### config.mk
export PLATFORM = sky130hd
export DESIGN_NAME = segment_stream_deframer
export DESIGN_NICKNAME = d
export VERILOG_FILES = /design/src/rtl/ssdf_pkg.sv /design/src/rtl/ssdf_size_mem.sv /design/src/rtl/ssdf_parser.sv /design/src/rtl/ssdf_out_skid.sv /design/src/rtl/segment_stream_deframer.sv
export SDC_FILE = /design/constraint.sdc
export NUM_CORES = 1
export LEC_CHECK = 0
export BUFFER_PORTS_ARGS = -buffer_cell sky130_fd_sc_hd__clkbuf_2
export CAP_MARGIN = 20
export CORE_MARGIN = 5
export CORE_UTILIZATION = 55
export CTS_CLUSTER_DIAMETER = 60
export DETAILED_ROUTE_END_ITERATION = 12
export GPL_TIMING_DRIVEN = 0
export HOLD_SLACK_MARGIN = 0.08
export PLACE_DENSITY_LB_ADDON = 0.12
export SYNTH_ARGS = -nofsm -noshare
export SYNTH_HDL_FRONTEND = slang
export SYNTH_SLANG_ARGS = --single-unit
export TNS_END_PERCENT = 50
### constraint.sdc
create_clock -name clk -period 5.5 [get_ports clk]
set_clock_uncertainty 0.1 [all_clocks]
set_input_delay 0.825 -clock clk [delete_from_list [all_inputs] [get_ports clk]]
set_output_delay 0.825 -clock clk [all_outputs]
set_load 0.02 [all_outputs]
### src/rtl/ssdf_pkg.sv
package ssdf_pkg;

	typedef enum logic [1:0] {
		STATUS_PAYLOAD  = 2'd0,
		STATUS_TOO_MANY = 2'd1,
		STATUS_EMPTY    = 2'd2
	} status_t;

	localparam int BYTE_W = 8;
	localparam int SEG_OUT_W = 4;
	localparam int WORD_W = 32;
	localparam int LEFT_W = 35;

	typedef struct packed {
		logic [BYTE_W-1:0]    data;
		logic [SEG_OUT_W-1:0] seg;
		logic                 los;
		logic                 lof;
		status_t              status;
	} result_t;

endpackage

### src/rtl/ssdf_size_mem.sv
module ssdf_size_mem #(
	parameter int MAX_SEGMENTS = 16,
	localparam int IDX_W = (MAX_SEGMENTS > 1) ? $clog2(MAX_SEGMENTS) : 1
) (
	input  logic                       clk,
	input  logic                       we,
	input  logic [IDX_W-1:0]           waddr,
	input  logic [ssdf_pkg::WORD_W-1:0] wdata,
	input  logic                       re,
	input  logic [IDX_W-1:0]           raddr,
	output logic [ssdf_pkg::WORD_W-1:0] rdata_q
);
	import ssdf_pkg::*;

	logic [WORD_W-1:0] mem [MAX_SEGMENTS];

	always_ff @(posedge clk) begin
		if (we) begin
			mem[waddr] <= wdata;
		end
	end

	always_ff @(posedge clk) begin
		if (re) begin
			rdata_q <= mem[raddr];
		end
	end

endmodule

### src/rtl/ssdf_parser.sv
module ssdf_parser #(
	parameter int MAX_SEGMENTS = 16,
	localparam int IDX_W = (MAX_SEGMENTS > 1) ? $clog2(MAX_SEGMENTS) : 1,
	localparam int TOT_W = $clog2(MAX_SEGMENTS + 1)
) (
	input  logic                        clk,
	input  logic                        arst_n,
	input  logic                        acc,
	input  logic [ssdf_pkg::BYTE_W-1:0] in_byte,
	output logic                        mem_we,
	output logic [IDX_W-1:0]            mem_waddr,
	output logic [ssdf_pkg::WORD_W-1:0] mem_wdata,
	output logic                        mem_re,
	output logic [IDX_W-1:0]            mem_raddr,
	input  logic [ssdf_pkg::WORD_W-1:0] mem_rdata,
	output logic                        res_valid,
	output ssdf_pkg::result_t           res
);
	import ssdf_pkg::*;

	typedef enum logic [1:0] {
		PH_COUNT = 2'd0,
		PH_SIZES = 2'd1,
		PH_PAD   = 2'd2,
		PH_DATA  = 2'd3
	} phase_t;

	phase_t             phase_q, phase_d;
	logic [1:0]         cnt_q, cnt_d;
	logic [23:0]        word_q;
	logic [TOT_W-1:0]   total_q, total_d;
	logic [TOT_W-1:0]   size_idx_q, size_idx_d;
	logic [IDX_W-1:0]   cur_q, cur_d;
	logic [LEFT_W-1:0]  left_q, left_d;
	logic [WORD_W-1:0]  first_size_q;
	logic [WORD_W-1:0]  word;
	logic               word_done;
	logic               seg_end;
	logic               last_size;

	assign word = {in_byte, word_q};
	assign word_done = (cnt_q == 2'd3);
	assign seg_end = (left_q == LEFT_W'(1));
	assign last_size = ((size_idx_q + TOT_W'(1)) == total_q);

	always_comb begin
		phase_d = phase_q;
		cnt_d = cnt_q;
		total_d = total_q;
		size_idx_d = size_idx_q;
		cur_d = cur_q;
		left_d = left_q;
		mem_we = 1'b0;
		mem_waddr = size_idx_q[IDX_W-1:0];
		mem_wdata = word;
		mem_re = 1'b0;
		mem_raddr = IDX_W'(1);
		res_valid = 1'b0;
		res = '0;
		if (acc) begin
			case (phase_q)
				PH_COUNT: begin
					cnt_d = cnt_q + 2'd1;
					if (word_done) begin
						if (word >= WORD_W'(MAX_SEGMENTS)) begin
							res_valid = 1'b1;
							res.status = STATUS_TOO_MANY;
						end else begin
							total_d = TOT_W'(word + 32'd1);
							size_idx_d = '0;
							phase_d = PH_SIZES;
						end
					end
				end
				PH_SIZES: begin
					cnt_d = cnt_q + 2'd1;
					if (word_done) begin
						if (word == '0) begin
							res_valid = 1'b1;
							res.status = STATUS_EMPTY;
							phase_d = PH_COUNT;
						end else begin
							mem_we = 1'b1;
							size_idx_d = size_idx_q + TOT_W'(1);
							if (last_size) begin
								if (!total_q[0]) begin
									phase_d = PH_PAD;
								end else begin
									// odd segment count, no pad: segment 0 size is this word if it is the only size, else the first stored size
									phase_d = PH_DATA;
									cur_d = '0;
									mem_re = 1'b1;
									left_d = (size_idx_q == '0) ? {word, 3'b000}
										: {first_size_q, 3'b000};
								end
							end
						end
					end
				end
				PH_PAD: begin
					cnt_d = cnt_q + 2'd1;
					if (word_done) begin
						phase_d = PH_DATA;
						cur_d = '0;
						mem_re = 1'b1;
						left_d = {first_size_q, 3'b000};
					end
				end
				default: begin
					res_valid = 1'b1;
					res.data = in_byte;
					res.seg = SEG_OUT_W'(cur_q);
					res.status = STATUS_PAYLOAD;
					left_d = left_q - LEFT_W'(1);
					if (seg_end) begin
						res.los = 1'b1;
						if ((TOT_W'(cur_q) + TOT_W'(1)) >= total_q) begin
							res.lof = 1'b1;
							phase_d = PH_COUNT;
							cnt_d = '0;
						end else begin
							// next size was prefetched when this segment began
							cur_d = cur_q + IDX_W'(1);
							left_d = {mem_rdata, 3'b000};
							mem_re = 1'b1;
							mem_raddr = cur_q + IDX_W'(2);
						end
					end
				end
			endcase
			if (res_valid && res.status != STATUS_PAYLOAD) begin
				phase_d = PH_COUNT;
				cnt_d = '0;
			end
		end
	end

	always_ff @(posedge clk or negedge arst_n) begin
		if (!arst_n) begin
			phase_q <= PH_COUNT;
			cnt_q <= '0;
			total_q <= '0;
			size_idx_q <= '0;
			cur_q <= '0;
			left_q <= '0;
		end else begin
			phase_q <= phase_d;
			cnt_q <= cnt_d;
			total_q <= total_d;
			size_idx_q <= size_idx_d;
			cur_q <= cur_d;
			left_q <= left_d;
		end
	end

	always_ff @(posedge clk) begin
		if (acc && phase_q != PH_DATA && !word_done) begin
			word_q[{cnt_q, 3'b000} +: 8] <= in_byte;
		end
		if (mem_we && size_idx_q == '0) begin
			first_size_q <= word;
		end
	end

	a_data_left: assert property (@(posedge clk) disable iff (!arst_n)
		phase_q == PH_DATA |-> left_q != '0)
		else $error("payload phase with no bytes left");

	a_data_seg: assert property (@(posedge clk) disable iff (!arst_n)
		phase_q == PH_DATA |-> TOT_W'(cur_q) < total_q)
		else $error("segment index beyond frame");

	a_err_restart: assert property (@(posedge clk) disable iff (!arst_n)
		res_valid && res.status != STATUS_PAYLOAD |=> phase_q == PH_COUNT && cnt_q == '0)
		else $error("error item without frame restart");

endmodule

### src/rtl/ssdf_out_skid.sv
module ssdf_out_skid (
	input  logic              clk,
	input  logic              arst_n,
	input  logic              res_valid,
	input  ssdf_pkg::result_t res,
	output logic              in_stall,
	output logic              out_valid,
	input  logic              out_stall,
	output ssdf_pkg::result_t out_res
);
	import ssdf_pkg::*;

	logic    out_v_q;
	logic    skid_v_q;
	result_t out_q;
	result_t skid_q;
	logic    take;

	assign take = out_v_q && !out_stall;
	assign in_stall = skid_v_q;
	assign out_valid = out_v_q;
	assign out_res = out_q;

	always_ff @(posedge clk or negedge arst_n) begin
		if (!arst_n) begin
			out_v_q <= 1'b0;
			skid_v_q <= 1'b0;
		end else if (skid_v_q) begin
			if (take) begin
				skid_v_q <= 1'b0;
			end
		end else if (!out_v_q || take) begin
			out_v_q <= res_valid;
		end else if (res_valid) begin
			skid_v_q <= 1'b1;
		end
	end

	always_ff @(posedge clk) begin
		if (skid_v_q) begin
			if (take) begin
				out_q <= skid_q;
			end
		end else if (!out_v_q || take) begin
			if (res_valid) begin
				out_q <= res;
			end
		end else if (res_valid) begin
			skid_q <= res;
		end
	end

	a_skid_behind_out: assert property (@(posedge clk) disable iff (!arst_n)
		skid_v_q |-> out_v_q)
		else $error("skid holds an item ahead of the output");

	a_no_overflow: assert property (@(posedge clk) disable iff (!arst_n)
		res_valid |-> !skid_v_q)
		else $error("item produced while buffer full");

endmodule

### src/rtl/segment_stream_deframer.sv
// channel | signals                                 | flow
// input   | in_valid, in_stall, in_byte             | framed byte stream in
// output  | out_valid, out_stall, out_byte,         | payload bytes and errors out
//         | segment_index, last_of_segment,         |
//         | last_of_frame, status                   |
//
// one byte accepted per cycle in every phase, header and payload alike, while in_stall is low
// the size memory read port prefetches the next segment size when a segment begins
// reset clears control only; the size memory needs no clearing pass
// a two-entry output buffer raises in_stall only when both entries are held
module segment_stream_deframer #(
	parameter int MAX_SEGMENTS = 16
) (
	input  logic       clk,
	input  logic       arst_n,
	input  logic       in_valid,
	output logic       in_stall,
	input  logic [7:0] in_byte,
	output logic       out_valid,
	input  logic       out_stall,
	output logic [7:0] out_byte,
	output logic [3:0] segment_index,
	output logic       last_of_segment,
	output logic       last_of_frame,
	output logic [1:0] status
);
	import ssdf_pkg::*;

	localparam int IDX_W = (MAX_SEGMENTS > 1) ? $clog2(MAX_SEGMENTS) : 1;

	logic              acc;
	logic              mem_we;
	logic [IDX_W-1:0]  mem_waddr;
	logic [WORD_W-1:0] mem_wdata;
	logic              mem_re;
	logic [IDX_W-1:0]  mem_raddr;
	logic [WORD_W-1:0] mem_rdata;
	logic              res_valid;
	result_t           res;
	result_t           out_res;

	assign acc = in_valid && !in_stall;

	ssdf_size_mem #(.MAX_SEGMENTS(MAX_SEGMENTS)) u_mem (
		.clk     (clk),
		.we      (mem_we),
		.waddr   (mem_waddr),
		.wdata   (mem_wdata),
		.re      (mem_re),
		.raddr   (mem_raddr),
		.rdata_q (mem_rdata)
	);

	ssdf_parser #(.MAX_SEGMENTS(MAX_SEGMENTS)) u_parser (
		.clk       (clk),
		.arst_n    (arst_n),
		.acc       (acc),
		.in_byte   (in_byte),
		.mem_we    (mem_we),
		.mem_waddr (mem_waddr),
		.mem_wdata (mem_wdata),
		.mem_re    (mem_re),
		.mem_raddr (mem_raddr),
		.mem_rdata (mem_rdata),
		.res_valid (res_valid),
		.res       (res)
	);

	ssdf_out_skid u_skid (
		.clk       (clk),
		.arst_n    (arst_n),
		.res_valid (res_valid),
		.res       (res),
		.in_stall  (in_stall),
		.out_valid (out_valid),
		.out_stall (out_stall),
		.out_res   (out_res)
	);

	assign out_byte = out_res.data;
	assign segment_index = out_res.seg;
	assign last_of_segment = out_res.los;
	assign last_of_frame = out_res.lof;
	assign status = out_res.status;

endmodule
### Word level (Yosys, flattened, before mapping)

Memories as Yosys holds them, arrays and structs flattened. A register that Yosys moved wholly into a read port is not among the register bits.
Cells that the tools add are included.

* shift operators: 2
* $lt $le $gt $ge: 2
* bitwise gates (word level): 4
* reductions and logical operators: 33
* muxes and demuxes: 80
* eq/ne operators: 20
* add/subtract/negate cells: 8

Operators with widths (count)
* $mux W35: 8
* $pmux W35 S3: 1
* $mux W16: 5
* $mux W4: 11
* $eq A35 B1 Y1 const B: 1
* $sub A35 B1 Y35 const B: 1
* $ge A32 B5 Y1 const B: 1
* $logic_not A32 Y1: 1
* $mux W2: 16
* $mux W1: 27
* $bwmux W24: 1
* $shift A8 B7 Y24 const A: 1
* $shiftx A8 B7 Y24: 1
* $mux W5: 4
* $mux W14: 1
* $pmux W4 S3: 1
* $add A5 B1 Y5 const B: 2
* $ne A2 B1 Y1 const B: 5
* $pmux W5 S2: 1
* $reduce_bool A5 Y1: 2
* $ne A3 B1 Y1 const B: 3
* $reduce_and A3 Y1: 3
* $reduce_and A9 Y1: 1
* $reduce_bool A3 Y1: 3
* 28 further kinds: 48

* word-level logic and storage cells: 170
* bits in writable memories: 512
* input port bits: 12
* bits in registers: 143
* output and inout port bits: 18
* memories: 1

Memories
* u_mem.mem: depth 16, width 32, read ports 1, clocked after Yosys merged registers in 1, wr ports 1, RTL line ssdf_size_mem.sv:15 `logic [WORD_W-1:0] mem [MAX_SEGMENTS];`

### Depth between registers and ports, before layout

* word-level depth: 9
* depth in mapped cells: 14
* depth with buffers taken out: 11

### Cells and area by module

A second synthesis with hierarchy kept.

* cell total of the unflattened synthesis: 1622
* area, all modules: 28524.9 um^2

Modules (own cells, without submodules)
* ssdf_size_mem: cells an instance 838, sequential area each 16335.7 um^2, area each 20155.6 um^2, instances 1
* ssdf_parser: cells an instance 721, sequential area each 3007.9 um^2, area each 7023.0 um^2, instances 1
* ssdf_out_skid: cells an instance 62, sequential area each 1011.0 um^2, area each 1332.5 um^2, instances 1
* segment_stream_deframer: cells an instance 1, sequential area each 0.0 um^2, area each 13.8 um^2, instances 1

### Worst setup path after synthesis

OpenSTA, ideal clock, no wires.

* path type: input to register
* from: input port in_byte[0]
* to: memory u_mem.mem[3][0], enable pin
* data arrival time: 5016 ps
* setup time: 513 ps
* data required time: 4887 ps
* stages: 6
* path slack: -130 ps
* cell sequence: nor4_1 -> nand4_1 -> o31a_1 -> clkbuf_1 -> nand2_1 -> nor4b_1

* longest elaborated chain between the ends: 7

RTL lines
* start, declared: RTL line segment_stream_deframer.sv:18 `input logic [7:0] in_byte,`
* $logic_not A32 Y1: RTL line ssdf_parser.sv:78 `if (word == '0) begin`
* $mux W1: RTL line ssdf_parser.sv:78
* $mux W1: RTL line ssdf_parser.sv:77 `if (word_done) begin`
* $mux W1: RTL line ssdf_parser.sv:61 `case (phase_q)`
* $mux W1: RTL line ssdf_parser.sv:60 `if (acc) begin`
* $mux W1: RTL line ssdf_size_mem.sv:18 `if (we) begin`
* $mux W1 (implied by the code): RTL line ssdf_size_mem.sv:19 `mem[waddr] <= wdata;`
* end, declared: RTL line ssdf_size_mem.sv:15

Every way passes these cells.

### Worst setup path in the final report

* from: register u_parser.left_q[21]
* to: register u_mem.rdata_q[20] (netlist bit) (read register of u_mem.mem), data pin

* longest elaborated chain between the ends: 4
* elaborated cells on any way between the ends: 7

RTL lines
* start, declared: RTL line ssdf_parser.sv:34 `logic [LEFT_W-1:0] left_q, left_d;`
* start signal, assigned: RTL line ssdf_parser.sv:152 `left_q <= left_d;`
* $eq A35 B1 Y1 *: RTL line ssdf_parser.sv:43 `assign seg_end = (left_q == LEFT_W'(1));`
* $mux W1 or $mux W4 (tied branches): RTL line ssdf_parser.sv:115 `if (seg_end) begin`
* $pmux W1 S3 or $mux W4 (tied branches): RTL line ssdf_parser.sv:61
* $mux W1 or $mux W4 (tied branches): RTL line ssdf_parser.sv:60
* end, declared: RTL line ssdf_size_mem.sv:11 `output logic [ssdf_pkg::WORD_W-1:0] rdata_q`

Mark *: on every way between the ends. The rest lies on a longest branch, timed or not.
A chain may end at the register's enable or synchronous reset.

==> results.md <==
- Run status: finished, final reports clean
- CP Launch Type: flip-flop
- Vias in the first global route: 16,697
- Final layout net count: around 1,900
- Final slew viol count: 0
- Highest clock rate: 0.191 GHz
- First-pass GRT wire length: between 100,000 and 150,000 µm
- Max Cap Violations: 0
- Synth cell types: 64
- Total grt overflow: 0
- FF+latch count, synth: ~700
- Share of cells above drive strength 1: 17.0%
- Sequential area share after synthesis: between 70% and 80%
- Crit-path max FO: 10
- Clk root buf: clkbuf_16
- Initial antenna violation count: 2
- Total CTS buffers: between 70 and 80
- DRC Markers: 0
- Largest net degree at the start of global routing: 56
- Crit share post-route: a little over nine tenths
- Synth Warn #: 0
- Hpwl dp: approximately 50,000 µm
- Initial DRC count: around 1,800
- Area growth, synth to finish: 13.6%
- WHS: ~230 ps
- Power per cell area: 380 nW/µm²
- Cells after Synth: 1,775
- Worst VDD drop: around 0.00034 V
- Unrepaired setup endpoints after global routing: no
- Synth area leader: edfxtp_1
- Routed len/inst: between 20 and 30 µm
- DRT Pass-1 Iters: 6
- Port bufs: 29
- Mapped Area: 28,300 µm²
- CP Class: reg -> reg
- Synth top area share: 67.1%
- Routability cong.: between 0.9 and 1
- CP arrival: between 5000 and 6000 ps
- Clk_lat worst skew: 610 ps
- Finished Layout Cells: 2,648
- Total GRT Usage: 25.6%
- Hold Crit Class: in -> async
- Die Y-Extent: 237 µm
- Post-synth EDFFs: between 600 and 700
- Relative slew slack: between 20 and 30%
- Vias post-DR: ~17,000
- Async set-reset flop share out of synthesis: between 8 and 9%
- Antenna diodes: 0
- Initial Utilization: approximately 55%
- Pwr Total: 12.2 mW
- Post-synthesis net count: 1,812
- Die area: about 56,000 µm²
- Die Wd: 237 µm
- Final setup viols: 0
- Top post-synthesis cells by area: edfxtp_1 67%, dfrtp_1 4.9%, mux4_2 4.6%
- Clock Tree Buf Depth: 3
- Worst EP required: 5850 ps
- Worst-Margin Slew: 1080 ps
- Final wirelength: 72,200 µm
- Area of the core: a little over 50,000 µm²
- Critical path endpoint category: flip-flop
- I/O pin total: 30
- DR vias/cell: 6.34
- CTS sink cnt: 687
- Synth Area per Inst: between 15 and 20 µm²
- Clock Pin Slew Worst Setup and Hold Paths: roughly 60 ps
- Final hold violation count: 0
- Tmin final: roughly 5200 ps
- Placed cell count: roughly 2,500
- Dominant register cell in the synthesized netlist: edfxtp_1
- P_leak: about 11 nW
- CTS tree: done
- Htree depth: 3
- Final ANT Viol Nets: 0
- # rows: just over 80
## cells in the final DEF, fill, tap and decap left out, drive strengths merged, types with 16 or more instances in the layout
cell	instances
a21oi	99
o21ai	79
edfxtp	632
nor2	62
a222oi	32
and2	39
and3	17
nand4	43
clkbuf	201
a21o	17
o211ai	17
buf	56
clkinv	29
mux2i	16
dfrtp	55
mux4	58
nor3	25
nand2	100
mux2	100
inv	32
nand3	52
a221o	20
nor4	25
ha	25
## routing by layer
layer,vias up,global-route usage [%],share of wire [%]
li1,7365,-,-
met1,8582,36.2,42
met2,717,40.3,47
met3,128,5.63,8.5
met4,0,8.19,2.9
met5,-,0,0
## path summary, 6_finish.rpt
kind | start | endpoint | slack (ps) | cells past startpoint
min in group clk | out_stall | u_skid.out_valid$_DFFE_PN0P_ | 380 | 3
hold reg to reg | u_skid.skid_q[2]$_DFFE_PP_ | u_skid.out_res[2]$_DFFE_PP_ | 430 | 1
max in group asynchronous | arst_n | u_parser.left_q[28]$_DFFE_PN0P_ | 4440 | 1
setup reg to reg | u_parser.left_q[21]$_DFFE_PN0P_ | u_mem.rdata_q[20]$_DFFE_PP_ | 270 | 10
setup / recovery | u_parser.left_q[21]$_DFFE_PN0P_ | u_mem.rdata_q[20]$_DFFE_PP_ | 270 | 10
hold / removal | arst_n | u_skid.out_valid$_DFFE_PN0P_ | 230 | 1
## layout make-up
class                   count  area [µm²]
plain buffers             105         438
clock buffers              91        1940
clock inverters            41         343
fillers                  3697       19000
inverters                  27         101
multi-input cells         956        7520
flip-flops and latches    687       20400
well taps                 680         851
repair buffers             61         608
## state kept, by name, indices dropped and copies added (netlist names)
register,count
u_skid.in_stall,1
u_parser.phase_q,2
u_parser.word_q,24
u_parser.cur_q,4
u_parser.first_size_q,32
u_skid.out_res,16
u_mem.rdata_q,32
u_parser.total_q,5
u_skid.skid_q,16
u_parser.left_q,35
u_mem.mem,512
u_parser.cnt_q,2
u_skid.out_valid,1
u_parser.size_idx_q,5
## stage by stage
step / area [µm²] / setup TNS [ps] / worst slack (ps) / util [%]
floorplan: 28300 / 0 / 197 / -
global placement: 29300 / -426980 / -3300 / 57.2
detailed placement: 29800 / 0 / 183 / 58.3
CTS: 32100 / 0 / 159 / 62.8
global route: 32200 / 0 / 12.0 / 62.8
finish: 32200 / 0 / 268 / 62.8
## power by group
part	switching, mW	total (mW)	leakage, nW	internal (mW)
combinational	0.803	1.25	3.30	0.443
sequential	0.236	6.23	6.44	6.00
clock	1.99	4.73	1.12	2.74
total	3.03	12.2	10.9	9.18
## worst max-delay path, stage by stage, from the launching register on
cell and delay (ps):
dfrtp_1 440, or4_1 590, or4_1 480, buf_2 190
nor3_2 530, nand4_1 250, nor4_1 750, clkbuf_1 590
clkbuf_1 650, a222oi_1 280, nand3_1 200
## cells in the mapped netlist (10+ instances only)
| library cell | instances |
|---|---|
| ha_1 | 25 |
| a21oi_1 | 99 |
| a31oi_1 | 10 |
| a21o_1 | 17 |
| clkbuf_1 | 80 |
| mux2_2 | 63 |
| o21ai_0 | 67 |
| nor3_1 | 24 |
| nor2_1 | 62 |
| dfrtp_1 | 55 |
| mux4_2 | 58 |
| buf_2 | 13 |
| mux2_1 | 37 |
| and2_1 | 39 |
| o211ai_1 | 17 |
| a222oi_1 | 32 |
| nor4_1 | 24 |
| mux2i_1 | 16 |
| and3_1 | 17 |
| nand4_1 | 43 |
| inv_1 | 25 |
| a221o_1 | 20 |
| nand3_1 | 52 |
| edfxtp_1 | 632 |
| xor2_1 | 13 |
| nand2_1 | 100 |
| o21ai_1 | 12 |
| xnor2_1 | 12 |
## cell families after synthesis
kind of cell	Yosys count	share of synthesized area (%)
compound gates	334	7.91
mux	174	9.16
fa+ha+maj	25	1.11
xor+xnor	25	0.774
flops	687	71.9
buf+inv	132	1.90
simple gates	398	7.23
## repair_timing
item	in CTS	in global routing
buffers inserted	0	0
hold endpoints to repair	0	0
gates resized for setup	0	2
setup endpoints to repair	0	21
hold buffers	0	0
No activity file was read; power rests on OpenSTA's default activity.
